$ cat config.mk
export PLATFORM = sky130hd
export DESIGN_NAME = led_wakeup_ramp_sequencer_unit
export DESIGN_NICKNAME = d
export VERILOG_FILES = /design/src/rtl/lwrs_pkg.sv /design/src/rtl/led_wakeup_ramp_sequencer_unit.sv
export VERILOG_INCLUDE_DIRS = /design/src /design/src/rtl
export SDC_FILE = /design/constraint.sdc
export NUM_CORES = 2
export LEC_CHECK = 0
export BUFFER_PORTS_ARGS = -buffer_cell sky130_fd_sc_hd__buf_2
export CAP_MARGIN = 20
export CORE_MARGIN = 5
export CORE_UTILIZATION = 55
export DETAILED_ROUTE_END_ITERATION = 8
export GPL_ROUTABILITY_DRIVEN = 0
export PLACE_DENSITY = 0.74
export SYNTH_ARGS = -nofsm -noshare
export SYNTH_HDL_FRONTEND = slang
export SYNTH_SLANG_ARGS = --single-unit
$ cat constraint.sdc
create_clock -name clock -period 8.1 [get_ports clock]
set_clock_uncertainty 0.2 [all_clocks]
set_input_delay 0.405 -clock clock [delete_from_list [all_inputs] [get_ports clock]]
set_output_delay 0.405 -clock clock [all_outputs]
set_load 0.01 [all_outputs]
$ cat src/rtl/led_wakeup_ramp_sequencer_unit_macros.svh
// ----------------------------------------------------------------------------
// LED wake-up ramp sequencer assertion macros
// Concurrent assertion wrappers; they expand to nothing in synthesis.
// ----------------------------------------------------------------------------
`ifndef LED_WAKEUP_RAMP_SEQUENCER_UNIT_MACROS_SVH
`define LED_WAKEUP_RAMP_SEQUENCER_UNIT_MACROS_SVH

`ifndef SYNTHESIS
// same-cycle implication
`define LWRS_ASSERT_IMP(lbl, clk, rst, ante, cons, msg) \
   lbl: assert property (@(posedge clk) disable iff (rst) (ante) |-> (cons)) \
      else $error(msg);
// next-cycle implication
`define LWRS_ASSERT_NXT(lbl, clk, rst, ante, cons, msg) \
   lbl: assert property (@(posedge clk) disable iff (rst) (ante) |=> (cons)) \
      else $error(msg);
`else
`define LWRS_ASSERT_IMP(lbl, clk, rst, ante, cons, msg)
`define LWRS_ASSERT_NXT(lbl, clk, rst, ante, cons, msg)
`endif

`endif

$ cat src/rtl/lwrs_pkg.sv
// ----------------------------------------------------------------------------
// LED wake-up ramp sequencer package
// Types, register codes and constants of the ramp sequencer.
// ----------------------------------------------------------------------------
package lwrs_pkg;

   localparam int REQ_W       = 56;
   localparam int RSP_W       = 104;
   localparam int CSR_INDEX_W = 3;
   localparam int CSR_DATA_W  = 48;

   typedef enum logic [1:0] {
      MODE_OFF  = 2'd0,
      MODE_ON   = 2'd1,
      MODE_AUTO = 2'd2
   } mode_type;

   typedef enum logic [1:0] {
      PH_IDLE = 2'd0,
      PH_RAMP = 2'd1,
      PH_HOLD = 2'd2
   } phase_type;

   typedef enum logic [CSR_INDEX_W-1:0] {
      CSR_ALARM     = 3'd0,
      CSR_RAMP_DUR  = 3'd1,
      CSR_HOLD_TMO  = 3'd2,
      CSR_MV_STEP   = 3'd3,
      CSR_MA_STEP   = 3'd4,
      CSR_START_MV  = 3'd5,
      CSR_TARGET_MV = 3'd6,
      CSR_TARGET_MA = 3'd7
   } csr_index_type;

   // register reset values
   localparam logic [10:0] ALARM_RESET    = 11'd315;
   localparam logic [15:0] RAMP_DUR_RESET = 16'd1800;
   localparam logic [15:0] HOLD_TMO_RESET = 16'd65;

   // ramp entry currents, red / green / white
   localparam logic [15:0] RED_START_MA   = 16'd72;
   localparam logic [15:0] GREEN_START_MA = 16'd28;
   localparam logic [15:0] WHITE_START_MA = 16'd44;

   // step periods in seconds; the current period divides the slow one
   localparam logic [3:0] SLOW_PERIOD    = 4'd10;
   localparam logic [3:0] CURRENT_PERIOD = 4'd5;

   localparam logic [15:0] SAT16 = 16'hFFFF;

   // last declared field in the lowest bits
   typedef struct packed {
      logic [6:0]  pad;
      logic [13:0] manual_count;
      logic        manual_count_valid;
      logic [15:0] manual_mv;
      logic        manual_mv_valid;
      logic        white_limit_n;
      logic        red_limit_n;
      logic        second_tick;
      logic [5:0]  clock_minute;
      logic [4:0]  clock_hour;
      logic [2:0]  switch_lines;
   } req_item_type;

   typedef struct packed {
      logic [2:0]  pad;
      logic [15:0] white_ma;
      logic [15:0] green_ma;
      logic [15:0] red_ma;
      logic [15:0] white_mv;
      logic [15:0] green_mv;
      logic [15:0] red_mv;
      logic        power_enable;
      phase_type   auto_phase;
      mode_type    mode;
   } rsp_item_type;

endpackage

$ cat src/rtl/led_wakeup_ramp_sequencer_unit.sv
// ----------------------------------------------------------------------------
// LED wake-up ramp sequencer unit
// Mode switch decode, manual setpoints and the timed wake-up ramp of the
// red, green and white LED drivers; one result transaction per poll.
// ----------------------------------------------------------------------------
//
//  channel  direction  width  content
//  req_     in         56     poll transaction (switches, time, tick, limits)
//  rsp_     out        104    mode, phase, power and six setpoints
//  csr_     in         3+48   register write, index and data
//
//  One poll transaction per cycle unless the result is stalled; the path runs
//  through the input register, then the state update and result register.
//  Reset is synchronous, active high, and loads the register reset values.
//  A stalled rsp_tready holds the result; the input register fills and
//  req_tready drops only when both registers are full.
//  csr_ready is always high.
//
`include "led_wakeup_ramp_sequencer_unit_macros.svh"

module led_wakeup_ramp_sequencer_unit
   import lwrs_pkg::*;
(
   input  logic                   clock,
   input  logic                   reset,
   input  logic                   req_tvalid,
   output logic                   req_tready,
   // switch_lines[2:0], clock_hour[7:3], clock_minute[13:8], second_tick[14],
   // red_limit_n[15], white_limit_n[16], manual_mv_valid[17], manual_mv[33:18],
   // manual_count_valid[34], manual_count[48:35], zero pad
   input  logic [REQ_W-1:0]       req_tdata,
   output logic                   rsp_tvalid,
   input  logic                   rsp_tready,
   // mode[1:0], auto_phase[3:2], power_enable[4], red_mv[20:5],
   // green_mv[36:21], white_mv[52:37], red_ma[68:53], green_ma[84:69],
   // white_ma[100:85], zero pad
   output logic [RSP_W-1:0]       rsp_tdata,
   input  logic                   csr_valid,
   output logic                   csr_ready,
   input  logic [CSR_INDEX_W-1:0] csr_index,
   input  logic [CSR_DATA_W-1:0]  csr_data
);

   function automatic logic [15:0] sat_add16(input logic [15:0] a, input logic [7:0] b);
      logic [16:0] s;
      s = {1'b0, a} + {9'd0, b};
      return s[16] ? SAT16 : s[15:0];
   endfunction

   // configuration registers
   logic [10:0] alarm_ff;
   logic [15:0] ramp_dur_ff;
   logic [15:0] hold_tmo_ff;
   logic [7:0]  mv_step_ff;
   logic [7:0]  ma_step_ff;
   logic [47:0] start_mv_ff;
   logic [47:0] target_mv_ff;
   logic [47:0] target_ma_ff;

   // pipeline
   logic         in_valid_ff;
   req_item_type in_item_ff;
   logic         rsp_valid_ff, rsp_valid_in;
   rsp_item_type rsp_item_ff, rsp_item_in;
   logic         advance;

   // sequencer state
   mode_type         mode_ff, mode_in;
   phase_type        phase_ff, phase_in;
   logic             power_ff, power_in;
   logic [15:0]      ramp_sec_ff, ramp_sec_in;
   logic [3:0]       ramp_mod_ff, ramp_mod_in;   // ramp_sec modulo the slow period
   logic [15:0]      hold_sec_ff, hold_sec_in;
   logic             vramp_ff, vramp_in;
   logic             fast_ff, fast_in;
   logic [7:0]       red_cnt_ff, red_cnt_in;
   logic [7:0]       white_cnt_ff, white_cnt_in;
   logic [2:0][15:0] vset_ff, vset_in;
   logic [2:0][15:0] cset_ff, cset_in;

   assign csr_ready  = 1'b1;
   assign advance    = in_valid_ff && (!rsp_valid_ff || rsp_tready);
   assign req_tready = !in_valid_ff || advance;
   assign rsp_tvalid = rsp_valid_ff;
   assign rsp_tdata  = rsp_item_ff;

   always_ff @(posedge clock) begin
      if (reset) begin
         alarm_ff     <= ALARM_RESET;
         ramp_dur_ff  <= RAMP_DUR_RESET;
         hold_tmo_ff  <= HOLD_TMO_RESET;
         mv_step_ff   <= '0;
         ma_step_ff   <= '0;
         start_mv_ff  <= '0;
         target_mv_ff <= '0;
         target_ma_ff <= '0;
      end else if (csr_valid) begin
         unique case (csr_index_type'(csr_index))
            CSR_ALARM:     alarm_ff     <= csr_data[10:0];
            CSR_RAMP_DUR:  ramp_dur_ff  <= csr_data[15:0];
            CSR_HOLD_TMO:  hold_tmo_ff  <= csr_data[15:0];
            CSR_MV_STEP:   mv_step_ff   <= csr_data[7:0];
            CSR_MA_STEP:   ma_step_ff   <= csr_data[7:0];
            CSR_START_MV:  start_mv_ff  <= csr_data;
            CSR_TARGET_MV: target_mv_ff <= csr_data;
            CSR_TARGET_MA: target_ma_ff <= csr_data;
            default: ;
         endcase
      end
   end

   // input register
   always_ff @(posedge clock) begin
      if (reset) begin
         in_valid_ff <= 1'b0;
      end else if (req_tready) begin
         in_valid_ff <= req_tvalid;
      end
   end

   always_ff @(posedge clock) begin
      if (req_tready && req_tvalid) begin
         in_item_ff <= req_item_type'(req_tdata);
      end
   end

   // next state
   always_comb begin
      logic        sw_auto, sw_off, sw_on;
      mode_type    new_mode;
      logic        phase_chg;
      logic [10:0] minute_of_day;

      mode_in      = mode_ff;
      phase_in     = phase_ff;
      power_in     = power_ff;
      ramp_sec_in  = ramp_sec_ff;
      ramp_mod_in  = ramp_mod_ff;
      hold_sec_in  = hold_sec_ff;
      vramp_in     = vramp_ff;
      fast_in      = fast_ff;
      red_cnt_in   = red_cnt_ff;
      white_cnt_in = white_cnt_ff;
      vset_in      = vset_ff;
      cset_in      = cset_ff;
      phase_chg    = 1'b0;

      sw_auto = in_item_ff.switch_lines[0];
      sw_off  = in_item_ff.switch_lines[1];
      sw_on   = in_item_ff.switch_lines[2];
      minute_of_day = {in_item_ff.clock_hour, 6'd0} - {4'd0, in_item_ff.clock_hour, 2'd0}
                      + {5'd0, in_item_ff.clock_minute};

      // later patterns win
      new_mode = mode_ff;
      if (sw_auto && sw_off) new_mode = MODE_ON;
      if (sw_auto && sw_on)  new_mode = MODE_OFF;
      if (sw_on && sw_off)   new_mode = MODE_AUTO;

      if (new_mode != mode_ff) begin
         mode_in  = new_mode;
         vset_in  = '0;
         cset_in  = '0;
         phase_in = PH_IDLE;
         power_in = (new_mode == MODE_ON);
      end

      unique case (mode_in)
         MODE_ON: begin
            if (in_item_ff.manual_mv_valid) begin
               for (int k = 0; k < 3; k++) vset_in[k] = in_item_ff.manual_mv;
            end
            if (in_item_ff.manual_count_valid) begin
               for (int k = 0; k < 3; k++) cset_in[k] = {in_item_ff.manual_count, 2'b00};
            end
         end
         MODE_AUTO: begin
            unique case (phase_in)
               PH_IDLE: begin
                  if (minute_of_day == alarm_ff) begin
                     phase_in     = PH_RAMP;
                     phase_chg    = 1'b1;
                     power_in     = 1'b1;
                     ramp_sec_in  = '0;
                     ramp_mod_in  = '0;
                     vramp_in     = 1'b1;
                     fast_in      = 1'b0;
                     red_cnt_in   = '0;
                     white_cnt_in = '0;
                     for (int k = 0; k < 3; k++) vset_in[k] = start_mv_ff[16*k +: 16];
                     cset_in[0] = RED_START_MA;
                     cset_in[1] = GREEN_START_MA;
                     cset_in[2] = WHITE_START_MA;
                  end
               end
               PH_RAMP: begin
                  if (ramp_sec_in >= ramp_dur_ff) begin
                     phase_in    = PH_HOLD;
                     phase_chg   = 1'b1;
                     hold_sec_in = '0;
                  end
               end
               PH_HOLD: begin
                  if (hold_sec_in >= hold_tmo_ff) begin
                     phase_in  = PH_IDLE;
                     phase_chg = 1'b1;
                     power_in  = 1'b0;
                     vset_in   = '0;
                     cset_in   = '0;
                  end
               end
               default: ;
            endcase

            if (in_item_ff.second_tick && !phase_chg) begin
               if (phase_in == PH_RAMP) begin
                  // residue freezes once the seconds count saturates
                  if (ramp_sec_in != SAT16) begin
                     ramp_mod_in = (ramp_mod_in == SLOW_PERIOD - 4'd1) ? 4'd0
                                                                       : ramp_mod_in + 4'd1;
                  end
                  ramp_sec_in = sat_add16(ramp_sec_in, 8'd1);
                  if (red_cnt_ff > 8'd3 && white_cnt_ff == 8'd3) begin
                     fast_in = 1'b1;
                  end else begin
                     if (!in_item_ff.red_limit_n && red_cnt_ff != 8'hFF)
                        red_cnt_in = red_cnt_ff + 8'd1;
                     if (!in_item_ff.white_limit_n && white_cnt_ff != 8'hFF)
                        white_cnt_in = white_cnt_ff + 8'd1;
                  end
                  if (vramp_ff) begin
                     if (fast_in || ramp_mod_in == 4'd0) begin
                        for (int k = 0; k < 3; k++) begin
                           if (vset_in[k] < target_mv_ff[16*k +: 16])
                              vset_in[k] = sat_add16(vset_in[k], mv_step_ff);
                           else if (k == 1)
                              vramp_in = 1'b0;
                        end
                     end
                  end else if (ramp_mod_in == 4'd0 || ramp_mod_in == CURRENT_PERIOD) begin
                     for (int k = 0; k < 3; k++) begin
                        if (cset_in[k] < target_ma_ff[16*k +: 16])
                           cset_in[k] = sat_add16(cset_in[k], ma_step_ff);
                     end
                  end
               end else if (phase_in == PH_HOLD) begin
                  hold_sec_in = sat_add16(hold_sec_in, 8'd1);
               end
            end
         end
         default: ;
      endcase
   end

   // result payload and output valid
   always_comb begin
      rsp_item_in              = '0;
      rsp_item_in.mode         = mode_in;
      rsp_item_in.auto_phase   = (mode_in == MODE_AUTO) ? phase_in : PH_IDLE;
      rsp_item_in.power_enable = power_in;
      rsp_item_in.red_mv       = vset_in[0];
      rsp_item_in.green_mv     = vset_in[1];
      rsp_item_in.white_mv     = vset_in[2];
      rsp_item_in.red_ma       = cset_in[0];
      rsp_item_in.green_ma     = cset_in[1];
      rsp_item_in.white_ma     = cset_in[2];

      rsp_valid_in = rsp_valid_ff;
      if (advance)         rsp_valid_in = 1'b1;
      else if (rsp_tready) rsp_valid_in = 1'b0;
   end

   always_ff @(posedge clock) begin
      if (reset) begin
         rsp_valid_ff <= 1'b0;
         mode_ff      <= MODE_OFF;
         phase_ff     <= PH_IDLE;
         power_ff     <= 1'b0;
         ramp_sec_ff  <= '0;
         ramp_mod_ff  <= '0;
         hold_sec_ff  <= '0;
         vramp_ff     <= 1'b1;
         fast_ff      <= 1'b0;
         red_cnt_ff   <= '0;
         white_cnt_ff <= '0;
         vset_ff      <= '0;
         cset_ff      <= '0;
      end else begin
         rsp_valid_ff <= rsp_valid_in;
         if (advance) begin
            mode_ff      <= mode_in;
            phase_ff     <= phase_in;
            power_ff     <= power_in;
            ramp_sec_ff  <= ramp_sec_in;
            ramp_mod_ff  <= ramp_mod_in;
            hold_sec_ff  <= hold_sec_in;
            vramp_ff     <= vramp_in;
            fast_ff      <= fast_in;
            red_cnt_ff   <= red_cnt_in;
            white_cnt_ff <= white_cnt_in;
            vset_ff      <= vset_in;
            cset_ff      <= cset_in;
         end
      end
   end

   always_ff @(posedge clock) begin
      if (advance) begin
         rsp_item_ff <= rsp_item_in;
      end
   end

   `LWRS_ASSERT_IMP(a_idle_unpowered, clock, reset,
      mode_ff != MODE_ON && phase_ff == PH_IDLE, !power_ff,
      "power enabled outside manual mode while idle")
   `LWRS_ASSERT_IMP(a_phase_only_auto, clock, reset,
      rsp_valid_ff && rsp_item_ff.mode != MODE_AUTO, rsp_item_ff.auto_phase == PH_IDLE,
      "ramp phase reported outside auto mode")
   `LWRS_ASSERT_IMP(a_fast_needs_limits, clock, reset,
      $rose(fast_ff), $past(red_cnt_ff > 8'd3 && white_cnt_ff == 8'd3),
      "fast ramp set without both limit counts qualifying")
   `LWRS_ASSERT_IMP(a_rsp_from_stage, clock, reset,
      $rose(rsp_valid_ff), $past(in_valid_ff),
      "result raised without a staged poll transaction")

endmodule
==> reports/metrics.csv <==
stage;metric;value;unit
power;Power Density;194;mW/mm2
sta;Fin Setup TNS;0;ns
synthesis;Cells after Synth;3593;
floorplanning;DIE AREA;0.0579;mm2
detailed_routing;1st-pass router iterations;7;
detailed_routing;detailed-route wire length per cell;22.0;um
sta;final setup fails;0;
clock_network;clk buf depth;3;
sta;Tightest Pin Transition;1.06;ns
detailed_routing;DRC;0;
clock_network;H-tree depth;2;
run_status;status;finished clean;
placed_design;HPWL after DPL;71.3;mm
global_route;pin count of the biggest net entering global routing;139;
sta;hold_ws;0.131;ns
synthesis;Seq/Total Area, Yosys;40.0;%
clock_network;clock sink total;510;
floorplanning;top-level I/O count;219;
clock_network;Clock Latency Late Sink;0.64;ns
synthesis;Mean Syn Cell Area;8.15;um2
setup_path;CP arrival;7.39;ns
placed_design;buffers added on ports;207;
clock_network;Setup Fix Bufs, Post-CTS;0;
global_route;initial antenna violation count;6;
detailed_routing;final WL;100;mm
synthesis;post-synth top area share;24.6;%
detailed_routing;antenna-violating nets left;0;
floorplanning;Die X;241;um
sta;fin. max-slew vios;0;
synthesis;Most used DFF post-synth;dfxtp_1;
global_route;vias in the first global route;25297;
layout;synth-to-layout area growth;16.2;%
setup_path;Worst setup EP type;flip-flop;
min_path;Hold WC Path Type;input pin to flip-flop;
setup_path;CP Launch Type;flip-flop;
layout;post-route insts no fill;4547;
sta;Slew HR;28.7;%
sta;Peak Freq;0.138;GHz
layout;commonest non-fill, non-tap cell in the layout;nand2_1;
setup_path;Crit Path Max Fanout;27;
setup_path;WS Path Type;flip-flop to flip-flop;
floorplanning;core area;0.0527;mm2
global_route;global-route wire length before repair;150;mm
global_route;GRT Total Usage;33.1;%
floorplanning;Die Y;241;um
layout;layout cells sized above 1;10.9;%
clock_network;CTS clk-pin slew, worst paths;0.06;ns
layout;Final Instance Area;0.0340;mm2
synthesis;FFs w/ async S/R, synth;0;%
placed_design;Cell Count Post-Placement;4334;
power;Static Leakage;13.4;nW
sta;Final period util;89.3;%
synthesis;Mapped Area;0.0293;mm2
detailed_routing;Vias;28260;
job;max-cap violation count;0;
power;peak supply drop;166;uV
synthesis;synth unique cells;99;
sta;Tmin final;7.23;ns
synthesis;Yosys Warn Count;0;
clock_network;CTS tree;done;
sta;RSZ-0062 raised after global routing;false;
synthesis;Synth Register Bits;510;
floorplanning;Initial Util;55.6;%
floorplanning;Rows;84;
sta;Hold Vio Cnt, Final;0;
synthesis;synth top area cells;dfxtp_1 (25%), edfxtp_1 (15%), nand2_1 (8.2%);
clock_network;TritonCTS buffer count;56;
synthesis;largest area contributor in the netlist;dfxtp_1;
clock_network;Post-CTS Resized;0;
synthesis;Post-synth EDFFs;150;
setup_path;CP Data Required Time;8.26;ns
global_route;Overflow after GRT;0;
detailed_routing;Iteration-0 DRC Markers;3938;
placed_design;Post-DP Area;0.0309;mm2
layout;most frequent cells in the layout;nand2_1 (640), dfxtp_1 (360), a21oi_1 (338), nor2_1 (314), inv_1 (211);
detailed_routing;Vias/cell;6.22;
layout;NumNets Final;4108;
clock_network;cts hold-fix bufs;100;
clock_network;Root Buffer;clkbuf_16;
path summary, 6_finish.rpt:
check / cells past startpoint / start / slack (ns) / endpoint
max reg2reg: 22 / hold_sec_ff[8]$_SDFFE_PP0P_ / 0.87 / rsp_tdata[36]$_DFFE_PP_
min: 2 / reset / 0.13 / cset_ff[23]$_SDFFE_PP0P_
min reg2reg: 2 / target_mv_ff[41]$_SDFFE_PP0P_ / 0.25 / target_mv_ff[41]$_SDFFE_PP0P_
max: 22 / hold_sec_ff[8]$_SDFFE_PP0P_ / 0.87 / rsp_tdata[36]$_DFFE_PP_
registers in the layout (all words and copies together), names as in the netlist, 2 cells and up:
register	count
mode_ff	2
red_cnt_ff	8
white_cnt_ff	8
hold_tmo_ff	16
target_mv_ff	48
phase_ff	2
mv_step_ff	8
target_ma_ff	48
alarm_ff	11
hold_sec_ff	16
ramp_mod_ff	4
rsp_tdata	101
ramp_dur_ff	16
vset_ff	48
ramp_sec_ff	16
cset_ff	48
start_mv_ff	48
in_item_ff	49
ma_step_ff	8
area by class of cell:
type / count / area (um2)
timing repair buffer: 365 / 2540
inverter: 214 / 811
clock inverter: 26 / 453
antenna: 5 / 12.5
tap: 688 / 861
multi-input combinational: 2662 / 16000
fill: 4432 / 18600
clock buffer: 77 / 1610
sequential: 510 / 11700
per-stage QoR:
step / worst slack [ns] / utilization [%] / power, mW
after detailed placement: 1.15 / 58.7 / 3.72
after CTS: 1.12 / 64.5 / 6.59
after global routing: 0.679 / 64.6 / 6.80
final: 0.866 / 64.6 / 6.61
after floorplan: 2.13 / - / 3.41
after global placement: 1.23 / 58.6 / 3.71
routing by layer:
metal	wire length [um]	part of all wire, %	global-route usage [%]
met5	34	0.034	0
met4	4340	4.3	12.6
met3	13300	13	9.63
met2	41500	41	47.9
met1	40900	41	47.1
where the power goes:
group | leakage (nW) | total, mW | internal, mW | switching (mW)
registers | 4.37 | 2.82 | 2.74 | 0.0845
logic | 8.07 | 0.929 | 0.328 | 0.601
clock network | 1.01 | 2.86 | 1.75 | 1.12
total | 13.4 | 6.61 | 4.81 | 1.80
critical path: stages, from the launching register on:
cell,delay [ns]
dfxtp_1,0.38
ha_1,0.30
and4_1,0.24
nand3_1,0.10
or4_1,0.63
a311oi_1,0.91
nor2_4,0.34
buf_4,0.30
nand3_1,0.10
nand2_1,0.10
ha_1,0.30
a21o_1,0.16
a21o_1,0.16
a221oi_1,0.39
o221a_2,0.27
o211ai_1,0.10
a311o_1,0.34
a21oi_1,0.15
buf_4,0.24
nand2_1,0.14
nor4b_2,0.33
mux2i_1,0.58
o21bai_1,0.16
kinds of logic after synthesis:
family,share of synthesized area [%]
simple gates,22.2
compound gates,21.6
flops,40.0
buf+inv,5.62
fa+ha+maj,8.14
xor+xnor,1.26
mux,1.23
other cells,0.0256
cells in the mapped netlist, drive strengths merged (52+ instances only):
cell / count
a21o: 54
dfxtp: 360
clkbuf: 179
o21ai: 158
nand3: 99
o21a: 67
nor2: 321
nor3: 80
and3: 67
edfxtp: 150
inv: 212
a22oi: 52
ha: 181
a21oi: 343
nand2: 641
(Power assumes the default switching activity.)
